`src/rtl/urb_pkg.sv`:
```
// Shared types and constants for the UART transmit/receive ring buffer block.
// No dependencies; imported by urb_ctrl, urb_datapath, the top level and the testbench.
`default_nettype none

package urb_pkg;

    // Field widths fixed by the interface
    localparam int OP_W    = 2;
    localparam int BYTE_W  = 8;
    localparam int BLEN_W  = 9;
    localparam int LIMIT_W = 7;
    localparam int ST_W    = 2;

    // Default sizing
    localparam int URB_DEPTH_DEF    = 512;
    localparam int URB_MAX_READ_DEF = 64;

    // Operation codes
    localparam logic [OP_W-1:0] OP_WRITE = 2'd0;
    localparam logic [OP_W-1:0] OP_READ  = 2'd1;
    localparam logic [OP_W-1:0] OP_RX    = 2'd2;
    localparam logic [OP_W-1:0] OP_SENT  = 2'd3;

    // Status codes
    localparam logic [ST_W-1:0] ST_OK     = 2'd0;
    localparam logic [ST_W-1:0] ST_NOINIT = 2'd1;
    localparam logic [ST_W-1:0] ST_FULL   = 2'd2;

    // What the result register loads
    typedef enum logic [1:0] {
        EM_NONE,
        EM_STATUS,
        EM_READ,
        EM_TX
    } urb_emit_t;

    // Controller to datapath
    typedef struct packed {
        logic      capture;
        logic      exec;
        logic      rd_issue;
        logic      tx_issue;
        urb_emit_t emit;
    } urb_cmd_t;

    // Datapath to controller
    typedef struct packed {
        logic [OP_W-1:0] op;
        logic            enabled;
        logic            tx_needed;
        logic            rd_more;
        logic            rd_last;
    } urb_stat_t;

endpackage

`default_nettype wire

```
`src/rtl/urb_ctrl.sv`:
```
// Sequencer for the ring buffer block: steps each item through execute,
// memory read and result cycles. Depends on urb_pkg.
`default_nettype none

module urb_ctrl
    import urb_pkg::*;
(
    input  wire logic      clk,
    input  wire logic      rst_n,
    input  wire logic      start,
    input  wire urb_stat_t stat,
    output urb_cmd_t       cmd,
    output logic           busy
);

    typedef enum logic [2:0] {
        S_IDLE,
        S_EXEC,
        S_TX_RD,
        S_TX_OUT,
        S_RD_ISSUE,
        S_RD_OUT
    } state_t;

    state_t state_reg;
    state_t state_next;
    logic   busy_reg;

    // Next state and commands
    always_comb
    begin
        state_next   = state_reg;
        cmd.capture  = 1'b0;
        cmd.exec     = 1'b0;
        cmd.rd_issue = 1'b0;
        cmd.tx_issue = 1'b0;
        cmd.emit     = EM_NONE;
        case (state_reg)
            S_IDLE:
            begin
                if (start && !busy_reg)
                begin
                    cmd.capture = 1'b1;
                    state_next  = S_EXEC;
                end
            end
            S_EXEC:
            begin
                cmd.exec = 1'b1;
                if (stat.tx_needed)
                begin
                    state_next = S_TX_RD;
                end
                else if (stat.op == OP_READ && stat.enabled)
                begin
                    state_next = S_RD_ISSUE;
                end
                else
                begin
                    cmd.emit   = EM_STATUS;
                    state_next = S_IDLE;
                end
            end
            S_TX_RD:
            begin
                cmd.tx_issue = 1'b1;
                state_next   = S_TX_OUT;
            end
            S_TX_OUT:
            begin
                cmd.emit   = EM_TX;
                state_next = S_IDLE;
            end
            S_RD_ISSUE:
            begin
                if (stat.rd_more)
                begin
                    cmd.rd_issue = 1'b1;
                    state_next   = S_RD_OUT;
                end
                else
                begin
                    // nothing to drain: one empty result
                    cmd.emit   = EM_STATUS;
                    state_next = S_IDLE;
                end
            end
            S_RD_OUT:
            begin
                cmd.emit   = EM_READ;
                state_next = stat.rd_last ? S_IDLE : S_RD_ISSUE;
            end
            default:
            begin
                state_next = S_IDLE;
            end
        endcase
    end

    // State and registered busy
    always_ff @(posedge clk or negedge rst_n)
    begin
        if (!rst_n)
        begin
            state_reg <= S_IDLE;
            busy_reg  <= 1'b0;
        end
        else
        begin
            state_reg <= state_next;
            busy_reg  <= (state_next != S_IDLE);
        end
    end

    assign busy = busy_reg;

endmodule

`default_nettype wire

```
`config.mk`:
```
export PLATFORM = sky130hd
export DESIGN_NAME = urb_ctrl
export DESIGN_NICKNAME = d
export VERILOG_FILES = /design/src/rtl/urb_pkg.sv /design/src/rtl/urb_ctrl.sv
export SDC_FILE = /design/constraint.sdc
export NUM_CORES = 1
export LEC_CHECK = 0
export BUFFER_PORTS_ARGS = -buffer_cell sky130_fd_sc_hd__clkbuf_2
export CAP_MARGIN = 20
export CORE_AREA = 3 3 40 42
export CTS_BUF_LIST = sky130_fd_sc_hd__clkbuf_8 sky130_fd_sc_hd__clkbuf_16
export DETAILED_ROUTE_END_ITERATION = 6
export DIE_AREA = 0 0 43 45
export GPL_TIMING_DRIVEN = 0
export HOLD_SLACK_MARGIN = 0.02
export MAX_ROUTING_LAYER = met4
export PLACE_DENSITY = 0.43
export RECOVER_POWER = 100
export SETUP_SLACK_MARGIN = 0.2
export SLEW_MARGIN = 15
export SYNTH_ARGS = -nofsm -noshare
export SYNTH_HDL_FRONTEND = slang
export SYNTH_SLANG_ARGS = --single-unit
```
`constraint.sdc`:
```
create_clock -name clk -period 1.3 [get_ports clk]
set_input_delay 0.13 -clock clk [delete_from_list [all_inputs] [get_ports clk]]
set_output_delay 0.13 -clock clk [all_outputs]
set_load 0.05 [all_outputs]
```
# Yosys cells after proc, flatten, opt, wreduce, memory -nomap -nowiden
# Cells that the tools add are included.
# W data, S select, Z words.
# totals
register_bits,4
# classes
eq_ne,6
muxes,16
reduce_logical,5
# ops
cell,count
$mux W3,5
$pmux W3 S5,1
$mux W1,9
$pmux W2 S4,1
$eq A3 B2 Y1 const B,2
$eq A3 B3 Y1 const B,2
$eq A3 B1 Y1 const B,1
$logic_not A3 Y1,1
$reduce_bool A3 Y1,1
$eq A2 B1 Y1 const B,1
$logic_and A1 B1 Y1,2
$logic_not A1 Y1,1

# Longest topological paths before layout
# Gate-level depths: netlist of run 1.
# logic_depth
word_depth,6
depth_mapped,5
ltp_nobuf,4

# Least setup slack after synthesis of run 1
# OpenSTA, ideal clock, no wires.
# synth_path
kind,register to output
from,reg state_reg[1]
to,out cmd[5] in the netlist's numbering
arrival_ns,2.181
path_slack_ns,-1.011
path_stages_with_launch,3
path_cell_list,dfrtp_1 -> nor2_2 -> nor4bb_1
# synth_lines
item,line_no,text
from (decl),urb_ctrl.sv:25,state_t state_reg;
from (signal assigned),urb_ctrl.sv:110,state_reg <= state_next;
to (decl),urb_ctrl.sv:12,"output urb_cmd_t cmd,"

==> results of run 1 <==
## cell type report
cell class | instances | area share (%)
repair buffers | 23 | 34.1
multi-input cells | 22 | 32.5
flip-flops and latches | 4 | 16.4
clock buffers | 3 | 6.67
plain buffers | 2 | 3.64
inverters | 4 | 3.03
well taps | 15 | 3.03
clock inverters | 1 | 0.606
## kinds of logic after synthesis
kind of cell              share of synthesized area [%]
AOI/OAI and AO/OA                                  18.7
and+or+nand+nor                                    30.7
buffers and inverters                              12.0
xor gates and xnor gates                           3.11
DFF                                                35.6
## critical path, stage by stage (launching register included)
cell,delay [ps]
dfrtp_1,360
buf_6,140
nor2_4,80
buf_4,120
nand2_2,50
o21ai_4,130
buf_8,160
## Yosys cell counts, types with 2 or more instances
master and count:
inv_1 3, nand2_1 2, a21oi_1 2, dfrtp_1 4
o21ai_0 2
## path summary, 6_finish.rpt
kind / slack [ps] / endpoint / cells after the start / from
worst max-delay path: -100 / cmd[0] / 6 / state_reg[0]
worst min-delay path: 150 / state_reg[2] / 2 / stat[2]
worst max register to register: -80 / busy / 7 / state_reg[0]
worst min register to register: 590 / state_reg[0] / 2 / state_reg[0]
max in group asynchronous: 850 / state_reg[1] / 2 / rst_n
min in group asynchronous: 260 / state_reg[0] / 2 / rst_n
## power breakdown
group | total, mW | switching, mW | internal, mW
clock | 0.270 | 0.0688 | 0.202
sequential | 0.234 | 0.0591 | 0.175
combinational | 0.969 | 0.512 | 0.457
## metrics by stage
| step | setup TNS [ps] | instance area (µm²) | setup WS (ps) | hold slack, ps |
|---|---|---|---|---|
| finish | -426 | 619 | -96.5 | 149 |
| global route | -878 | 619 | -154 | 156 |
| CTS | -355 | 601 | -129 | 145 |
| detailed placement | -80.5 | 423 | -80.5 | -62.5 |
| global placement | -32.7 | 423 | -32.7 | -66.2 |
| floorplan | -500 | 329 | -160 | -166 |
## metal layers
| layer | global-route usage [%] | up-vias | part of all wire, % |
|---|---|---|---|
| met2 | 17.7 | 18 | 55 |
| met3 | 3.98 | 0 | 6.8 |
| met5 | - | - | 0 |
| met1 | 11.9 | 146 | 38 |
| li1 | - | 165 | - |
| met4 | 10.8 | 0 | 0 |
## what timing repair did
| action | 4_1_cts | 5_1_grt |
|---|---|---|
| pin swaps | 5 | 2 |
| gates cloned | 1 | 0 |
| hold buffers | 1 | 0 |
| gates resized for setup | 17 | 4 |
| setup endpoints to repair | 8 | 8 |
| hold endpoints to repair | 4 | 0 |
| buffers inserted | 4 | 2 |
==> flow_summary.yaml, run 1 <==
setup_path:
  cp.arrival_ps: 1270
  required_ps: 1170
  cp-end-kind: "primary output"
  path_max_fanout: 8
  path_class: "register to primary output"
  cp-start-kind: "register"
cts:
  clk_pin_slew_ps: 40
  clkLatencyLatePin_ps: 220
  cts_buffer_depth: 2
  tritoncts.num_buffers: 3
  cts_tree: "yes"
  htree_levels: 1
  clock_sinks: 4
  cts-root-buf: "clkbuf_8"
final_layout:
  seq_area_um2: 101
  final_common_cell: "clkbuf_2"
  drive_gt1_share_pct: 66.1
  final_cell_mix: "8 x clkbuf_2, 6 x buf_4, 5 x clkbuf_8"
  final_nets: 69
  n_fill_cell: 128
  largest_reg_flops: 3
  areaGrowthSynthToFinish_pct: 120
  antennaDiodeCount: 0
  postLayoutCoreUtil_pct: 48.2
  multi_input_area_um2: 201
  finalNonFillerCells: 74
pwr:
  pwr_density_cell_nw_per_um2: 2380
  peakVddDrop_mv: 0.932
  fin_total_pwr_mw: 1.47
  p_leak_nw: 0.290
floorplan:
  io_pins: 16
  start_util_pct: 21.9
  rows: 13
  core_um2: 1280
  die_y_um: 45
  dieArea_um2: 1940
  die_x_um: 43
min_path:
  min_path_type: "input pin to register"
sta:
  final.setup.worst_slack_ps: -96.5
  slew-limit-headroom_pct: 81.7
  maxSlewViolCount: 0
  fmax_mhz: 716
  final.setup_skew_ps: 8.47
  period_needed_ps: 1400
  rsz0062_at_grt: "true"
  setup_violations: 6
  period_share_pct: 107
  tightest_slew_ps: 275
  hold_violations: 0
route:
  vias: 329
  wl_per_cell_um: 11.5
  ant_nets: 0
  drc: 0
  firstDrtPassIters: 4
  wl_um: 851
  routed_via_density: 4.45
  drt_iter0_markers: 3
yosys:
  netlist_area_um2: 282
  ys_types: 24
  ys_ff_latch: 4
  synth_top_cell_by_area: "dfrtp_1"
  synthTopCellsByArea: "dfrtp_1 36%, nor3b_2 4.4%, o31ai_2 4.4%"
  synth_top_area_share_pct: 35.6
  synth_ff_type: "dfrtp_1"
  synth_nets: 41
  synth_edf_count: 0
  post_synth_inst_count: 32
  postSynthAreaPerCell_um2: 8.80
  seq_area_frac_synth_pct: 35.6
  synth_async_sr_flop_share_pct: 100
  synth_warnings: 0
flow_run:
  drv_cap: 0
placed_design:
  place.gp.congestion: 0.693
  port-buffer-count: 15
  dp_hpwl_um: 592
  place_inst: 62
global_routing:
  antenna_found_initial: 0
  grt_pass1_wl_um: 1530
  grt_max_degree: 9
  grt_pass1_vias: 361
  grt_use_total_pct: 11.7
  grt_overflow_total: 0
outcome:
  status: "finished, violations left"
  violations: "setup timing"
(Power assumes the default switching activity.)
==> run 2, diff against run 1 <==
--- a/config.mk
+++ b/config.mk
@@ -16,7 +16,7 @@
 export MAX_ROUTING_LAYER = met4
 export PLACE_DENSITY = 0.43
 export RECOVER_POWER = 100
-export SETUP_SLACK_MARGIN = 0.2
+export SETUP_SLACK_MARGIN = 0.05
 export SLEW_MARGIN = 15
 export SYNTH_ARGS = -nofsm -noshare
 export SYNTH_HDL_FRONTEND = slang
==> run 2 against run 1 <==
  * Highest routed layer unchanged
  * Register-to-register slack gained 50 ps
  * Sequential share of layout area grew 0.44 points
  * The run still ends with setup timing left
  * Final cell count shrank 1.4%
  * Routed wire length shrank 0.94%
  * First-iteration DRC count shrank 67%
  * Critical path type unchanged
  * Worst setup slack gained 6.3 ps
  * Die area is the same
  * Final area shrank 2.6%
  * Non-clock buffer count shrank 1
  * Total power shrank 0.57%
  * Core utilization shrank 1.3 points
==> flow_summary.yaml, run 2 (synthesis gave the netlist of run 1 again) <==
sta:
  period_needed_ps: 1390
  maxSlewViolCount: 0
  tns_ps: -294
  final.setup_skew_ps: 5.32
  slew-limit-headroom_pct: 81.7
  rsz0062_at_grt: "true"
  fmax_mhz: 719
  tightest_slew_ps: 275
  final.setup.worst_slack_ps: -90.2
  hold_violations: 0
  setup_violations: 6
  period_share_pct: 107
floorplan:
  start_util_pct: 21.9
  die_x_um: 43
  die_y_um: 45
  dieArea_um2: 1940
  io_pins: 16
  core_um2: 1280
  rows: 13
outcome:
  violations: "setup timing"
  status: "finished, violations left"
route:
  wl_um: 843
  firstDrtPassIters: 2
  vias: 334
  routed_via_density: 4.58
  drc: 0
  ant_nets: 0
  drt_iter0_markers: 1
  wl_per_cell_um: 11.5
global_routing:
  grt_pass1_vias: 359
  grt_overflow_total: 0
  antenna_found_initial: 0
  grt_max_degree: 10
  grt_use_total_pct: 10.9
  grt_pass1_wl_um: 1510
pwr:
  p_leak_nw: 0.289
  pwr_density_cell_nw_per_um2: 2430
  peakVddDrop_mv: 1.08
placed_design:
  port-buffer-count: 15
  place_inst: 62
  post-place-ws_ps: -94.2
  place.gp.congestion: 0.724
  dp_hpwl_um: 543
setup_path:
  path_buf_inv: 1
  cp_cell_sequence: "nor2_4 -> nor4bb_4 -> clkbuf_8"
  cp.arrival_ps: 1260
  path_class: "register to primary output"
  slowest_delay_ps: 460
  required_ps: 1170
  reg2reg_from: "state_reg[1]"
  cp.depth: 3
  slowest_stage: "dfrtp_2"
  cp-end-kind: "primary output"
  reg2reg_to: "busy"
  reg2reg_depth: 5
  crit_family: "flip-flops"
  cp-start-kind: "register"
  path_max_fanout: 7
  ff2ff_setup_slack_ps: -30
min_path:
  whs_path_depth: 2
  hp-start: "stat[2]"
  min_path_type: "input pin to register"
  hold_end: "state_reg[2]"
final_layout:
  final_cell_mix: "8 x clkbuf_2, 5 x clkbuf_8, 5 x buf_4"
  areaGrowthSynthToFinish_pct: 114
  n_fill_cell: 134
  drive_gt1_share_pct: 63.8
  final_nets: 68
  antennaDiodeCount: 0
  finalNonFillerCells: 73
  final_common_cell: "clkbuf_2"
  largest_reg_flops: 3
cts:
  cts_buffer_depth: 2
  clock_sinks: 4
  cts_tree: "yes"
  tritoncts.num_buffers: 3
  htree_levels: 1
  cts-root-buf: "clkbuf_8"
  clk_pin_slew_ps: 40
  clkLatencyLatePin_ps: 220
flow_run:
  drv_cap: 0
## run 2: worst max-delay path by stage
stage / startpoint / to / slack (ps)
6_report: state_reg[1] / cmd[5] / -90
3_5_place_dp: state_reg[1] / cmd[5] / -90
5_1_grt: state_reg[1] / cmd[5] / -160
3_3_place_gp: state_reg[1] / cmd[5] / -70
4_1_cts: state_reg[1] / cmd[5] / -90
2_1_floorplan: state_reg[2] / busy / -160
## run 2: metrics by stage
stage               instance area [µm²]  utilization [%]  hold slack [ps]  power (mW)
floorplan                           319                -             -166       0.789
global placement                    413             32.1            -66.1       0.918
detailed placement                  413             32.1            -63.2       0.918
CTS                                 602             46.8              147        1.43
global route                        603             46.9              171        1.55
finish                              603             46.9              164        1.47
## run 2: final cells by class
class / instances / area [µm²] / area share [%]
sequential: 4 / 101 / 16.8
multi-input combinational: 22 / 206 / 34.2
clock buffer: 3 / 41.3 / 6.85
buffer: 2 / 22.5 / 3.73
clock inverter: 1 / 3.75 / 0.622
tap: 15 / 18.8 / 3.11
inverter: 4 / 15.0 / 2.49
timing repair buffer: 22 / 194 / 32.2
## run 2: power by group
part	total [mW]	switching [mW]	internal, mW
clock	0.267	0.0660	0.201
sequential	0.238	0.0638	0.175
combinational	0.959	0.516	0.443
## run 2: routing by layer
layer / part of all wire, % / GRT usage, % / up-vias
li1: - / - / 163
met1: 38 / 10.9 / 161
met2: 58 / 21.0 / 10
met3: 4.0 / 2.39 / 0
met4: 0 / 3.61 / 0
met5: 0 / - / -
## run 2: what timing repair did
item	4_1_cts	5_1_grt
endpoints found under the setup margin	7	7
hold buffers	1	0
buffers inserted	5	0
endpoints found under the hold margin	4	0
resized for setup	20	4
cloned	1	0
pin swaps	4	1
==> run 3, diff against run 2 <==
--- a/config.mk
+++ b/config.mk
@@ -15,7 +15,6 @@
 export HOLD_SLACK_MARGIN = 0.02
 export MAX_ROUTING_LAYER = met4
 export PLACE_DENSITY = 0.43
-export RECOVER_POWER = 100
 export SETUP_SLACK_MARGIN = 0.05
 export SLEW_MARGIN = 15
 export SYNTH_ARGS = -nofsm -noshare
==> constraint.sdc (replaced) <==
create_clock -name clk -period 1.16 [get_ports clk]
set_input_delay 0.116 -clock clk [delete_from_list [all_inputs] [get_ports clk]]
set_output_delay 0.116 -clock clk [all_outputs]
set_load 0.05 [all_outputs]
==> run 3 against run 2 <==
  * The flow still finishes with violations (setup timing)
  * Total power rose by 18%
  * Global-route usage increased by 0.77 points
  * Flip-flop and latch count unchanged
  * First-iteration DRC count grew to 5.0 times the previous value
  * Clock-buffer cell count unchanged
  * Via count is 1.2% higher
  * Final area rose by 7.1%
  * Routed wire length is 3.4% higher
  * Sequential power increased by 10%
  * Hold slack better by 48 ps
  * Critical path type unchanged
  * Largest cell class unchanged
  * Highest routed layer is now met4
==> flow_summary.yaml, run 3 (synthesis gave the netlist of run 1 again) <==
pwr:
  fin_total_pwr_mw: 1.72
  p_leak_nw: 0.303
  pwr_density_cell_nw_per_um2: 2670
  peakVddDrop_mv: 1.06
setup_path:
  slowest_stage: "dfrtp_1"
  cp_cell_sequence: "buf_6 -> nor2_4 -> buf_6 -> nand2_4 -> o21ai_4 -> buf_8"
  path_common_cell: "buf_6"
  reg2reg_depth: 5
  cp.arrival_ps: 1270
  slowest_delay_ps: 360
  cp-start-kind: "register"
  path_class: "register to primary output"
  required_ps: 1040
  cp-end-kind: "primary output"
  path_max_fanout: 8
route:
  drc: 0
  vias: 338
  ant_nets: 0
  wl_per_cell_um: 11.8
  routed_via_density: 4.57
  firstDrtPassIters: 4
  drt_iter0_markers: 5
  wl_um: 872
final_layout:
  largest_reg_flops: 3
  drive_gt1_share_pct: 69.5
  final_cell_mix: "9 x clkbuf_2, 5 x buf_4, 4 x clkbuf_8"
  final_nets: 69
  multi_input_area_um2: 221
  n_fill_cell: 125
  final_common_cell: "clkbuf_2"
  seq_area_um2: 101
  final_area_um2: 646
  antennaDiodeCount: 0
  areaGrowthSynthToFinish_pct: 129
placed_design:
  dpl_cell_area_um2: 423
  dp_hpwl_um: 592
  place.gp.congestion: 0.693
  port-buffer-count: 15
  post-place-ws_ps: -206
global_routing:
  grt_max_degree: 9
  grt_pass1_wl_um: 1530
  grt_overflow_total: 0
  antenna_found_initial: 0
  grt_pass1_vias: 361
  grt_use_total_pct: 11.7
sta:
  maxSlewViolCount: 0
  final.setup.worst_slack_ps: -222
  setup_violations: 8
  whs_ps: 212
  fmax_mhz: 724
  hold_violations: 0
  final.setup_skew_ps: 9.12
  period_share_pct: 119
  tightest_slew_ps: 275
  rsz0062_at_grt: "true"
  slew-limit-headroom_pct: 81.7
  period_needed_ps: 1380
min_path:
  min_path_type: "input pin to register"
  whs_path_depth: 3
cts:
  cts_buffer_depth: 2
  cts_tree: "yes"
  clk_pin_slew_ps: 40
  clkLatencyLatePin_ps: 220
  cts-root-buf: "clkbuf_8"
  clock_sinks: 4
  htree_levels: 1
  tritoncts.num_buffers: 3
floorplan:
  rows: 13
  dieArea_um2: 1940
  start_util_pct: 21.9
  core_um2: 1280
  die_x_um: 43
  die_y_um: 45
  io_pins: 16
outcome:
  status: "finished, violations left"
  violations: "setup timing"
flow_run:
  drv_cap: 0
run 3: metrics by stage:
stage                     utilization [%]  setup TNS, ps  cells
after floorplan                         -          -1030     32
after global placement               32.9           -402     62
after detailed placement             32.9           -501     62
after CTS                            46.7          -1260     72
after global routing                 50.2          -1900     74
final                                50.2          -1350     74
run 3: critical path: cells and delay by family, from the launching register on:
kind / cells / cell delay, ps
compound gates: 1 / 130
flops: 1 / 360
buf+inv: 3 / 420
simple gates: 2 / 130
run 3: repair_timing:
item	CTS	global route
hold endpoints to repair	4	0
gates cloned	1	0
endpoints found under the setup margin	8	8
pin swaps	5	4
hold buffers	1	0
gates resized for setup	17	10
buffers inserted	4	2
run 3: path summary, 6_finish.rpt:
path / end / slack (ps) / from
min reg2reg: state_reg[0] / 590 / state_reg[0]
min in group asynchronous: state_reg[0] / 230 / rst_n
min: state_reg[1] / 210 / stat[2]
max: cmd[0] / -220 / state_reg[0]
max reg2reg: busy / -150 / state_reg[1]
max in group asynchronous: state_reg[1] / 800 / rst_n
run 3: final cells by class:
class / count / area share, %
multi-input combinational: 22 / 34.3
timing repair buffer: 23 / 33.7
sequential: 4 / 15.7
clock buffer: 3 / 6.40
buffer: 2 / 3.49
inverter: 4 / 2.91
tap: 15 / 2.91
clock inverter: 1 / 0.581
run 3: report_power, final:
part,internal (mW),switching (mW)
logic,0.547,0.609
clock network,0.226,0.0785
registers,0.196,0.0663
run 3: per-layer routing:
metal / routed length (µm) / vias to the layer above / GRT usage, %
met5: 0 / - / -
met3: 56 / 2 / 3.98
met1: 327 / 152 / 11.9
li1: - / 164 / -
met4: 2 / 0 / 10.8
met2: 486 / 20 / 17.7
